File: src/ilmb_pkg.sv
// Shared types and constants of the interrupt latch and mask bank.
package ilmb_pkg;

  localparam int WORD_W = 16;
  localparam int ADDR_W = 9;
  localparam int WORD_IDX_W = ADDR_W - 2;
  localparam int SUB_W = 2;

  localparam logic [1:0] FUNC_READ  = 2'd0;
  localparam logic [1:0] FUNC_WRITE = 2'd1;
  localparam logic [1:0] FUNC_TICK  = 2'd2;

  // Byte offsets of the raw window, the status window and the mask words.
  localparam logic [ADDR_W-1:0] RAW_BASE    = 9'h040;
  localparam logic [ADDR_W-1:0] STATUS_BASE = 9'h050;
  localparam logic [ADDR_W-1:0] MASK_BASE   = 9'h070;

  localparam logic [WORD_W-1:0] TICK_BITS = 16'(1 << 1);
  localparam logic [WORD_W-1:0] WORD_ONES = 16'hffff;

  typedef enum logic [3:0] {
    OP_NOP,
    OP_READ_RAW,
    OP_READ_MASK,
    OP_READ_MEM,
    OP_CLEAR_RAW,
    OP_WRITE_MASK,
    OP_WRITE_MEM,
    OP_TICK
  } op_kind_t;

  typedef struct packed {
    op_kind_t                kind;
    logic [WORD_IDX_W-1:0]   word;
    logic [SUB_W-1:0]        sub;
    logic [WORD_W-1:0]       data;
  } op_t;

endpackage

File: src/interrupt_latch_mask_bank.sv
// Top level of the interrupt latch and mask bank.
//
//   channel  handshake            payload
//   in       in_valid / in_ready  func, byte_address, write_data
//   out      out_valid / out_ready read_data, irq_line
//
// Every beat in gives one beat out, in order. An accepted input passes through the
// queue and is then held in the result register until it is taken; the bank
// sustains one item per cycle while out_ready stays high, set by the single read
// port of the register store and the one result register.
// Reset clears the raw words, sets the mask words to all ones and marks every
// store word unwritten, so no clearing pass follows reset.
// A two-entry queue lets the input side keep accepting while a result waits.
module interrupt_latch_mask_bank import ilmb_pkg::*; #(
  parameter int BANK_BYTES   = 512,
  parameter int STATUS_WORDS = 4
) (
  input  logic              clk,
  input  logic              rst,
  input  logic              in_valid,
  output logic              in_ready,
  input  logic [1:0]        func,
  input  logic [ADDR_W-1:0] byte_address,
  input  logic [WORD_W-1:0] write_data,
  output logic              out_valid,
  input  logic              out_ready,
  output logic [WORD_W-1:0] read_data,
  output logic              irq_line
);

  logic push;
  op_t  push_op;
  logic q_full;
  logic q_not_empty;
  logic pop;
  op_t  pop_op;

  ilmb_front #(
    .BANK_BYTES   (BANK_BYTES),
    .STATUS_WORDS (STATUS_WORDS)
  ) u_front (
    .in_valid     (in_valid),
    .in_ready     (in_ready),
    .func         (func),
    .byte_address (byte_address),
    .write_data   (write_data),
    .q_full       (q_full),
    .push         (push),
    .push_op      (push_op)
  );

  ilmb_queue u_queue (
    .clk       (clk),
    .rst       (rst),
    .push      (push),
    .push_op   (push_op),
    .pop       (pop),
    .not_empty (q_not_empty),
    .full      (q_full),
    .pop_op    (pop_op)
  );

  ilmb_back #(
    .BANK_BYTES   (BANK_BYTES),
    .STATUS_WORDS (STATUS_WORDS)
  ) u_back (
    .clk       (clk),
    .rst       (rst),
    .q_valid   (q_not_empty),
    .q_op      (pop_op),
    .pop       (pop),
    .out_valid (out_valid),
    .out_ready (out_ready),
    .read_data (read_data),
    .irq_line  (irq_line)
  );

endmodule

File: src/ilmb_front.sv
// Front end: takes bus beats and ticks and classifies them into bank operations.
module ilmb_front import ilmb_pkg::*; #(
  parameter int BANK_BYTES   = 512,
  parameter int STATUS_WORDS = 4
) (
  input  logic                  in_valid,
  output logic                  in_ready,
  input  logic [1:0]            func,
  input  logic [ADDR_W-1:0]     byte_address,
  input  logic [WORD_W-1:0]     write_data,
  input  logic                  q_full,
  output logic                  push,
  output op_t                   push_op
);

  localparam logic [WORD_IDX_W-1:0] RAW_LO  = RAW_BASE[ADDR_W-1:2];
  localparam logic [WORD_IDX_W-1:0] RAW_HI  = RAW_LO + WORD_IDX_W'(STATUS_WORDS);
  localparam logic [WORD_IDX_W-1:0] STAT_LO = STATUS_BASE[ADDR_W-1:2];
  localparam logic [WORD_IDX_W-1:0] STAT_HI = STAT_LO + WORD_IDX_W'(STATUS_WORDS);
  localparam logic [WORD_IDX_W-1:0] MASK_LO = MASK_BASE[ADDR_W-1:2];
  localparam logic [WORD_IDX_W-1:0] MASK_HI = MASK_LO + WORD_IDX_W'(STATUS_WORDS);

  logic [WORD_IDX_W-1:0] word;
  logic                  raw_hit;
  logic                  stat_hit;
  logic                  mask_hit;
  logic                  in_bank;

  assign word     = byte_address[ADDR_W-1:2];
  assign raw_hit  = (word >= RAW_LO) && (word < RAW_HI);
  assign stat_hit = (word >= STAT_LO) && (word < STAT_HI);
  assign mask_hit = (word >= MASK_LO) && (word < MASK_HI);
  assign in_bank  = 32'(byte_address) < 32'(BANK_BYTES);

  assign in_ready = !q_full;
  assign push     = in_valid && !q_full;

  always_comb begin
    push_op.kind = OP_NOP;
    push_op.word = word;
    // All three windows start on a four-word boundary, so the low word bits
    // select the status word directly.
    push_op.sub  = byte_address[3:2];
    push_op.data = write_data;
    unique case (func)
      FUNC_READ: begin
        if (raw_hit || stat_hit) begin
          push_op.kind = OP_READ_RAW;
        end else if (in_bank) begin
          push_op.kind = mask_hit ? OP_READ_MASK : OP_READ_MEM;
        end
      end
      FUNC_WRITE: begin
        if (raw_hit) begin
          push_op.kind = OP_CLEAR_RAW;
        end else if (in_bank) begin
          push_op.kind = mask_hit ? OP_WRITE_MASK : OP_WRITE_MEM;
        end
      end
      FUNC_TICK: begin
        push_op.kind = OP_TICK;
      end
      default: begin
        push_op.kind = OP_NOP;
      end
    endcase
  end

endmodule

File: src/ilmb_queue.sv
// Two-entry queue of decoded operations between the front and back ends.
module ilmb_queue import ilmb_pkg::*; (
  input  logic clk,
  input  logic rst,
  input  logic push,
  input  op_t  push_op,
  input  logic pop,
  output logic not_empty,
  output logic full,
  output op_t  pop_op
);

  localparam int DEPTH = 2;
  localparam int PTR_W = $clog2(DEPTH);
  localparam int CNT_W = $clog2(DEPTH + 1);

  op_t              slot [DEPTH];
  logic [PTR_W-1:0] wr_ptr;
  logic [PTR_W-1:0] rd_ptr;
  logic [CNT_W-1:0] count;

  assign not_empty = count != '0;
  assign full      = count == CNT_W'(DEPTH);
  assign pop_op    = slot[rd_ptr];

  always_ff @(posedge clk) begin
    if (rst) begin
      wr_ptr <= '0;
      rd_ptr <= '0;
      count  <= '0;
    end else begin
      if (push) begin
        wr_ptr <= wr_ptr + 1'b1;
      end
      if (pop) begin
        rd_ptr <= rd_ptr + 1'b1;
      end
      if (push && !pop) begin
        count <= count + 1'b1;
      end else if (pop && !push) begin
        count <= count - 1'b1;
      end
    end
  end

  always_ff @(posedge clk) begin
    if (push) begin
      slot[wr_ptr] <= push_op;
    end
  end

  a_count_bound: assert property (@(posedge clk) disable iff (rst)
    count <= CNT_W'(DEPTH))
    else $error("queue holds more entries than it has");

  a_push_grows: assert property (@(posedge clk) disable iff (rst)
    push && !pop |=> count == $past(count) + 1'b1)
    else $error("queue push was lost");

endmodule

File: src/ilmb_back.sv
// Back end: raw status latches, mask words, register store and result register.
module ilmb_back import ilmb_pkg::*; #(
  parameter int BANK_BYTES   = 512,
  parameter int STATUS_WORDS = 4
) (
  input  logic              clk,
  input  logic              rst,
  input  logic              q_valid,
  input  op_t               q_op,
  output logic              pop,
  output logic              out_valid,
  input  logic              out_ready,
  output logic [WORD_W-1:0] read_data,
  output logic              irq_line
);

  // Only the first 128 words can be reached through a 9-bit address.
  localparam int MEM_DEPTH = (BANK_BYTES / 4 < (1 << WORD_IDX_W)) ?
                             BANK_BYTES / 4 : (1 << WORD_IDX_W);
  localparam int MEM_AW = $clog2(MEM_DEPTH);

  logic [WORD_W-1:0]    raw       [STATUS_WORDS];
  logic [WORD_W-1:0]    raw_next  [STATUS_WORDS];
  logic [WORD_W-1:0]    mask      [STATUS_WORDS];
  logic [WORD_W-1:0]    mask_next [STATUS_WORDS];
  logic [WORD_W-1:0]    mem       [MEM_DEPTH];
  logic [MEM_DEPTH-1:0] mem_valid;
  logic [MEM_AW-1:0]    mem_idx;
  logic [WORD_W-1:0]    cap_data;
  logic                 pending_next;
  logic                 pending_now;

  logic [WORD_W-1:0]    cap_q;
  logic [WORD_W-1:0]    rd_q;
  logic                 rd_valid_q;
  logic                 sel_mem;
  logic                 irq_q;

  assign pop     = q_valid && (!out_valid || out_ready);
  assign mem_idx = q_op.word[MEM_AW-1:0];

  always_comb begin
    cap_data     = '0;
    pending_next = 1'b0;
    pending_now  = 1'b0;
    for (int i = 0; i < STATUS_WORDS; i++) begin
      raw_next[i]  = raw[i];
      mask_next[i] = mask[i];
      if (q_op.sub == SUB_W'(i)) begin
        if (q_op.kind == OP_READ_RAW) begin
          cap_data = cap_data | raw[i];
        end
        if (q_op.kind == OP_READ_MASK) begin
          cap_data = cap_data | mask[i];
        end
      end
      if (pop) begin
        if (q_op.kind == OP_CLEAR_RAW && q_op.sub == SUB_W'(i)) begin
          raw_next[i] = raw[i] & ~q_op.data;
        end
        if (q_op.kind == OP_WRITE_MASK && q_op.sub == SUB_W'(i)) begin
          mask_next[i] = q_op.data;
        end
        if (q_op.kind == OP_TICK && i == 0) begin
          raw_next[i] = raw[i] | TICK_BITS;
        end
      end
      pending_next = pending_next | (|(raw_next[i] & ~mask_next[i]));
      pending_now  = pending_now | (|(raw[i] & ~mask[i]));
    end
  end

  always_ff @(posedge clk) begin
    if (rst) begin
      out_valid <= 1'b0;
      mem_valid <= '0;
      for (int i = 0; i < STATUS_WORDS; i++) begin
        raw[i]  <= '0;
        mask[i] <= WORD_ONES;
      end
    end else begin
      if (pop) begin
        out_valid <= 1'b1;
      end else if (out_ready) begin
        out_valid <= 1'b0;
      end
      raw  <= raw_next;
      mask <= mask_next;
      if (pop && q_op.kind == OP_WRITE_MEM) begin
        mem_valid[mem_idx] <= 1'b1;
      end
    end
  end

  // A word never written since reset reads as zero through its valid bit.
  always_ff @(posedge clk) begin
    if (pop && q_op.kind == OP_WRITE_MEM) begin
      mem[mem_idx] <= q_op.data;
    end
    if (pop) begin
      rd_q <= mem[mem_idx];
    end
  end

  always_ff @(posedge clk) begin
    if (pop) begin
      cap_q      <= cap_data;
      rd_valid_q <= mem_valid[mem_idx];
      sel_mem    <= q_op.kind == OP_READ_MEM;
      irq_q      <= pending_next;
    end
  end

  assign read_data = sel_mem ? (rd_valid_q ? rd_q : '0) : cap_q;
  assign irq_line  = irq_q;

  a_tick_latches: assert property (@(posedge clk) disable iff (rst)
    pop && q_op.kind == OP_TICK |=> raw[0][1])
    else $error("frame tick did not latch the vsync bit");

  a_irq_matches: assert property (@(posedge clk) disable iff (rst)
    out_valid |-> irq_line == pending_now)
    else $error("interrupt level disagrees with raw and mask state");

  a_mem_marked: assert property (@(posedge clk) disable iff (rst)
    pop && q_op.kind == OP_WRITE_MEM |=> mem_valid[$past(mem_idx)])
    else $error("store write left its word unmarked");

endmodule
File: config.mk
export PLATFORM = sky130hd
export DESIGN_NAME = interrupt_latch_mask_bank
export DESIGN_NICKNAME = d
export VERILOG_FILES = /design/src/ilmb_pkg.sv /design/src/interrupt_latch_mask_bank.sv /design/src/ilmb_front.sv /design/src/ilmb_queue.sv /design/src/ilmb_back.sv
export SDC_FILE = /design/constraint.sdc
export NUM_CORES = 2
export LEC_CHECK = 0
export ABC_AREA = 1
export BUFFER_PORTS_ARGS = -buffer_cell sky130_fd_sc_hd__buf_2
export CORE_MARGIN = 2
export CORE_UTILIZATION = 45
export CTS_BUF_LIST = sky130_fd_sc_hd__clkbuf_16
export DETAILED_ROUTE_END_ITERATION = 12
export SLEW_MARGIN = 20
export SYNTH_ARGS = -nofsm -noshare
export SYNTH_HDL_FRONTEND = slang
export SYNTH_SLANG_ARGS = --single-unit
export TNS_END_PERCENT = 30
File: constraint.sdc
create_clock -name clk -period 10.9 [get_ports clk]
set_input_delay 2.18 -clock clk [delete_from_list [all_inputs] [get_ports clk]]
set_output_delay 2.18 -clock clk [all_outputs]
set_load 0.02 [all_outputs]
# [Word level (Yosys, flattened, before mapping)]
# Memories as Yosys holds them, arrays and structs flattened. A register that Yosys moved wholly into a read port is not among the register bits.
# Cells that the tools add are included.
[totals] reg_bits=280 mem_bits_rw=2106 in_bits=31 out_inout_bits=19 word_cells=154 memories=2
[memory_table] name="u_back.mem" words=128 width=16 rd=1 rd_ports_with_merged_regs=1 write_ports=1 line="ilmb_back.sv:26" text="logic [WORD_W-1:0] mem [MEM_DEPTH];"
[memory_table] name="u_queue.slot" words=2 width=29 rd=1 rd_ports_with_merged_regs=1 write_ports=1 line="ilmb_queue.sv:17" text="op_t slot [DEPTH];"
[classes] n_addsub=4 order_cmp=8 n_eq_ne=13 n_mux=54 n_bitwise=24 reduce_logical=32
[op_table] cell="16-bit 2-to-1 mux" n=35
[op_table] cell="16-bit bitwise AND" n=8
[op_table] cell="128-bit bitwise OR" n=1
[op_table] cell="16-bit bitwise OR" n=7
[op_table] cell="16-bit NOT" n=5
[op_table] cell="16-bit OR reduction" n=4
[op_table] cell="7-bit by 5-bit >= comparator with 1-bit output (second input constant)" n=3
[op_table] cell="1-bit logical AND" n=17
[op_table] cell="4-bit by 3-bit == test with 1-bit output (second input constant)" n=4
[op_table] cell="7-bit by 5-bit < comparator with 1-bit output (second input constant)" n=2
[op_table] cell="4-bit case mux with 3 select lines" n=1
[op_table] cell="1-bit 2-to-1 mux" n=11
[op_table] cell="2-bit == test (second input constant)" n=4
[op_table] cell="4-bit by 2-bit == test with 1-bit output (second input constant)" n=2
[op_table] cell="7-bit by 8-bit < comparator with 1-bit output (second input constant)" n=1
[op_table] cell="4-bit 2-to-1 mux" n=2
[op_table] cell="1-bit binary-select mux with 7-bit select" n=1
[op_table] cell="1-bit demux with 7-bit select" n=1
[op_table] cell="7-bit by 1-bit >= comparator with 1-bit output (second input constant)" n=1
[op_table] cell="7-bit by 6-bit < comparator with 1-bit output (second input constant)" n=1
[op_table] cell="2-bit 2-to-1 mux" n=3
[op_table] cell="2-bit nonzero test" n=3
[op_table] cell="2-bit by 1-bit == test with 1-bit output (second input constant)" n=2
[op_table] cell="4-bit by 1-bit == test with 1-bit output (second input constant)" n=1
[op_table] cell="other kinds (7)" n=15

# [Longest topological paths before layout]
[logic_depth] depth_word=24 ltp_mapped=19 ltp_nobuf=16

# [Modules after synthesis]
# A second synthesis with hierarchy kept.
[unflattened] cells_unflattened=8593 area_unflattened_um2=96277.3
[by_module_without_submodules] module="ilmb_back" instances=1 cells_each=8415 area_per_inst_um2=93561.0 seq_area_each_um2=67694.9
[by_module_without_submodules] module="ilmb_queue" instances=1 cells_each=123 area_per_inst_um2=2359.8 seq_area_each_um2=1841.8
[by_module_without_submodules] module="ilmb_front" instances=1 cells_each=55 area_per_inst_um2=356.6 seq_area_each_um2=0.0

# [Worst setup path before layout]
# OpenSTA, ideal clock, no wires.
[synth_path] path_type="input to register" start="in out_ready" end="reg u_back.irq_q, in the netlist u_back.irq_line (data pin)" setup_ns=0.260 arrival_time_ns=4.721 required_time_ns=10.640 slack_ns=5.919 path_stages=14 n_path_buf=1 cell_sequence="inv_1 nand2_1 o21ai_1 inv_1 clkbuf_1 nand2_1 o21ai_0 inv_1 nand2_1 nand2_1 nor2_1 nand2_1 nor2_1 nand3_1"
[synth_between] elab_chain_cells=9 word_cells_on_any_way=25 cone_classes="mux (8); bitwise (11); reduce/logical (6)"
[synth_rtl] element="start, declared" line="interrupt_latch_mask_bank.sv:26" text="input logic out_ready,"
[synth_rtl] element="1-bit logical OR *" line="ilmb_back.sv:39" text="assign pop = q_valid && (!out_valid || out_ready);"
[synth_rtl] element="1-bit logical AND *" line="ilmb_back.sv:39"
[synth_rtl] element="via pop" line="interrupt_latch_mask_bank.sv:35" text="logic pop;"
[synth_rtl] element="16-bit 2-to-1 mux" line="ilmb_back.sv:57" text="if (pop) begin"
[synth_rtl] element="16-bit NOT" line="ilmb_back.sv:68" text="pending_next = pending_next | (|(raw_next[i] & ~mask_next[i]));"
[synth_rtl] element="16-bit bitwise AND" line="ilmb_back.sv:68"
[synth_rtl] element="16-bit OR reduction" line="ilmb_back.sv:68"
[synth_rtl] element="1-bit bitwise OR (2 in a row)" line="ilmb_back.sv:68"
[synth_rtl] element="1-bit bitwise OR *" line="ilmb_back.sv:68"
[synth_rtl] element="via u_back.pending_next" line="ilmb_back.sv:30" text="logic pending_next;"
[synth_rtl] element="end signal, assigned" line="ilmb_back.sv:110" text="irq_q <= pending_next;"
[synth_rtl] element="end, declared" line="ilmb_back.sv:37" text="logic irq_q;"
# Mark *: on every way through the listed nets, which the timed path passes. The rest lies on a longest branch.
# A chain may end at the register's enable or synchronous reset.

==> results.txt <==
Synth top cells by count - edfxtp_1 (2135), nand2_1 (2102), nor2_1 (863)
Final Hold Fails - 0
Peak VDD IR - 0.000215 V
Htree depth - 4
Hold path startpoint - u_queue.rd_ptr
Critical path peak fanout - 114
Die ar. - 213000 µm²
Worst-skew pair later-pin latency - 0.84 ns
R2r worst-path depth - 16
Post-DRT Antenna Nets - 0
Pin count of the biggest net entering global routing - 145
Vias in the first global route - 58.6k
Top-count cell post-synth - edfxtp_1
Post-Route WL - 269000 µm
Top-area cell type share of the netlist area - 0.681
Vias - 61.5k
R2r setup slk - 5.07 ns
Final std cells w/o fill - 11.1k
Fraction of layout cells with a size suffix above 1 - 0.0784
Register area - 69400 µm²
Worst Max-Slew Pin Slew - 1.16 ns
Core box area - 207000 µm²
Layout Utilization - 0.506
Multi-input logic area - 21000 µm²
Combinational power share - 0.284
Ports - 50
R2r endpoint - u_back.irq_line
Final Slew Violations - 0
Root Driver - clkbuf_16
Max Cap Viol - 0
GPL Wtd Cong - 0.834
Sw Share - 0.358
Minimum clock period - 5.83 ns
Placed Cells - 10.6k
Fmax achieved - 172 MHz
NumNets Final - 8111
RSZ-0062 raised after global routing - no
EDFF count, synth - 2135
Crit path kind - flop to flop
Post-route clock period utilization - 0.535
Main synth FF type - edfxtp_1
Wire per inst - 24.3 µm
Clock-pin slew on the worst setup and hold paths - 0.06 ns
Setup Fix Bufs, Post-CTS - 0
Crit path DAT - 6.39 ns
Initial antenna violation count - 6
CP Data Required Time - 11.46 ns
Max_slew headroom - 0.226
Run status - completed
Initial Util - 0.453
WHS Endpoint - u_queue.rd_ptr
Setup crit start kind - flop
Sequential-to-total area share from yosys stat - 0.737
Yosys warns - 0
Sw power - 0.00935 W
Synth area leader - edfxtp_1
Clock Path Buffers - 3
Reg power frac - 0.428
Die height - 461 µm
Fin Setup TNS - 0 ns
Area grow syn2layout - 11.7%
First-pass DRT Iterations - 6
Cells on Worst Hold Path - 1
PostCTS Resize Cnt - 0
P_int - 0.0168 W
Hpwl dp - 145000 µm
Die width - 461 µm
Vias/cell - 5.56
Area contributors post-synth - edfxtp_1 (68%), nand2_1 (8.4%), dfxtp_1 (5.6%), nor2_1 (3.4%), nand4_1 (3.0%)
Ys async rst share - 0
CTS tree - done
Total congestion overflow - 0
Total track usage - 0.250
Critical Path End Type - flop
Clock share of power - 0.288
CTS sink cnt - 2397
First DRT Iteration DRCs - 6748
Worst min path class - flop to flop
PD cells - 249 nW/µm²
Net Count, Synth - 8045
Hold-fix buffers at CTS - 0
Cell Area, Synth - 94100 µm²
Leakage power total - 37.8 nW
Std cell rows - 167
Num CTS Buffers - 229
Global-route wire length before repair - 392000 µm
Skew final - 0.0274 ns
Yosys cell types - 33
Filler cell count - 17.8k
Synthesized instance count - 8009
Synth Register Bits - 2397
Final Setup Violations - 0
PortBufs - 47
DRC - 0
Syn avg cell area - 11.7 µm²
==> per-layer routing <==
metal,GRT usage,part of all wire
met4,0.0906,0.037
met3,0.0365,0.078
met1,0.348,0.41
met2,0.400,0.47
met5,0,0.00013
==> power by group through the flow <==
stage,Clock [W],Combinational (W),Sequential (W)
floorplan,0,0.00410,0.0115
global placement,0,0.00727,0.0114
detailed placement,0,0.00734,0.0114
CTS,0.00760,0.00736,0.0112
global route,0.00796,0.00794,0.0112
finish,0.00752,0.00743,0.0112
==> cell type report <==
type	count	share of cell area
Multi-Input combinational cell	4635	0.200
Antenna cell	2	0.0000476
Sequential cell	2397	0.660
Timing Repair Buffer	256	0.0188
Clock buffer	236	0.0562
Clock inverter	193	0.0109
Tap cell	2788	0.0332
Inverter	556	0.0203
==> cells by family (layout without fill, tap and decap cells) <==
kind of cell | Yosys count | count (layout) | share of synthesized area
AO/OA/AOI/OAI | 804 | 804 | 0.0496
other | 0 | 2 | 0
AND/OR/NAND/NOR | 3825 | 3825 | 0.171
flip-flops | 2397 | 2397 | 0.737
multiplexers | 1 | 1 | 0.000120
adder cells (fa/ha/maj) | 5 | 5 | 0.000665
buffers and inverters | 977 | 1241 | 0.0417
==> worst max path at each step <==
stage / slack [ns] / to / from
after floorplan: 5.92 / u_back.irq_line / out_ready
after global placement: 5.06 / u_back.rd_q[12] / flop
after detailed placement: 5.05 / u_back.rd_q[4] / flop
after CTS: 5.03 / u_back.rd_q[4] / flop
after global routing: 4.85 / u_back.rd_q[4] / flop
final: 5.07 / u_back.irq_line / flop
==> through the flow <==
stage	hold slack (ns)	total power, W	instance area [µm²]	setup slack, ns
floorplan	0.426	0.0156	94100	5.92
global placement	0.437	0.0186	97900	5.06
detailed placement	0.450	0.0187	97900	5.05
CTS	0.459	0.0261	105000	5.03
global route	0.476	0.0271	105000	4.85
finish	0.458	0.0261	105000	5.07
==> cell usage in the layout, fill, tap and decap left out, drive strengths merged, types with 13 or more instances in the layout <==
| cell | instances |
|---|---|
| o21a | 128 |
| edfxtp | 2135 |
| a21oi | 409 |
| clkinv | 100 |
| nand2 | 2113 |
| nand4 | 454 |
| nor2 | 871 |
| dfxtp | 262 |
| bufinv | 13 |
| a22oi | 73 |
| inv | 632 |
| o2111ai | 15 |
| nand3 | 376 |
| buf | 256 |
| o21ai | 160 |
| clkbuf | 236 |
==> sequential cells by signal, summed over array words and instances, names as in the netlist, 2 cells and up, named ones only <==
| register | count |
|---|---|
| u_back.raw | 64 |
| u_back.mem | 2048 |
| u_back.mask | 64 |
| u_queue.count | 2 |
| u_back.mem_valid | 128 |
| u_queue.slot | 52 |
| u_back.cap_q | 16 |
| u_back.rd_q | 16 |
==> worst max-delay path: stages (launching register included) <==
cell     delay, ns
dfxtp_1       0.30
buf_4         0.24
inv_2         0.34
nand2_1       0.11
nand2_2       0.53
nand2_8       0.53
inv_8         0.89
buf_12        0.56
nand2_1       0.54
o21ai_0       0.44
nor2_1        0.09
nor2_1        0.10
nand2_1       0.06
nor2_1        0.22
nand2_1       0.08
nor2_1        0.11
nand3_1       0.14
Power figures use the tool's default switching activity.
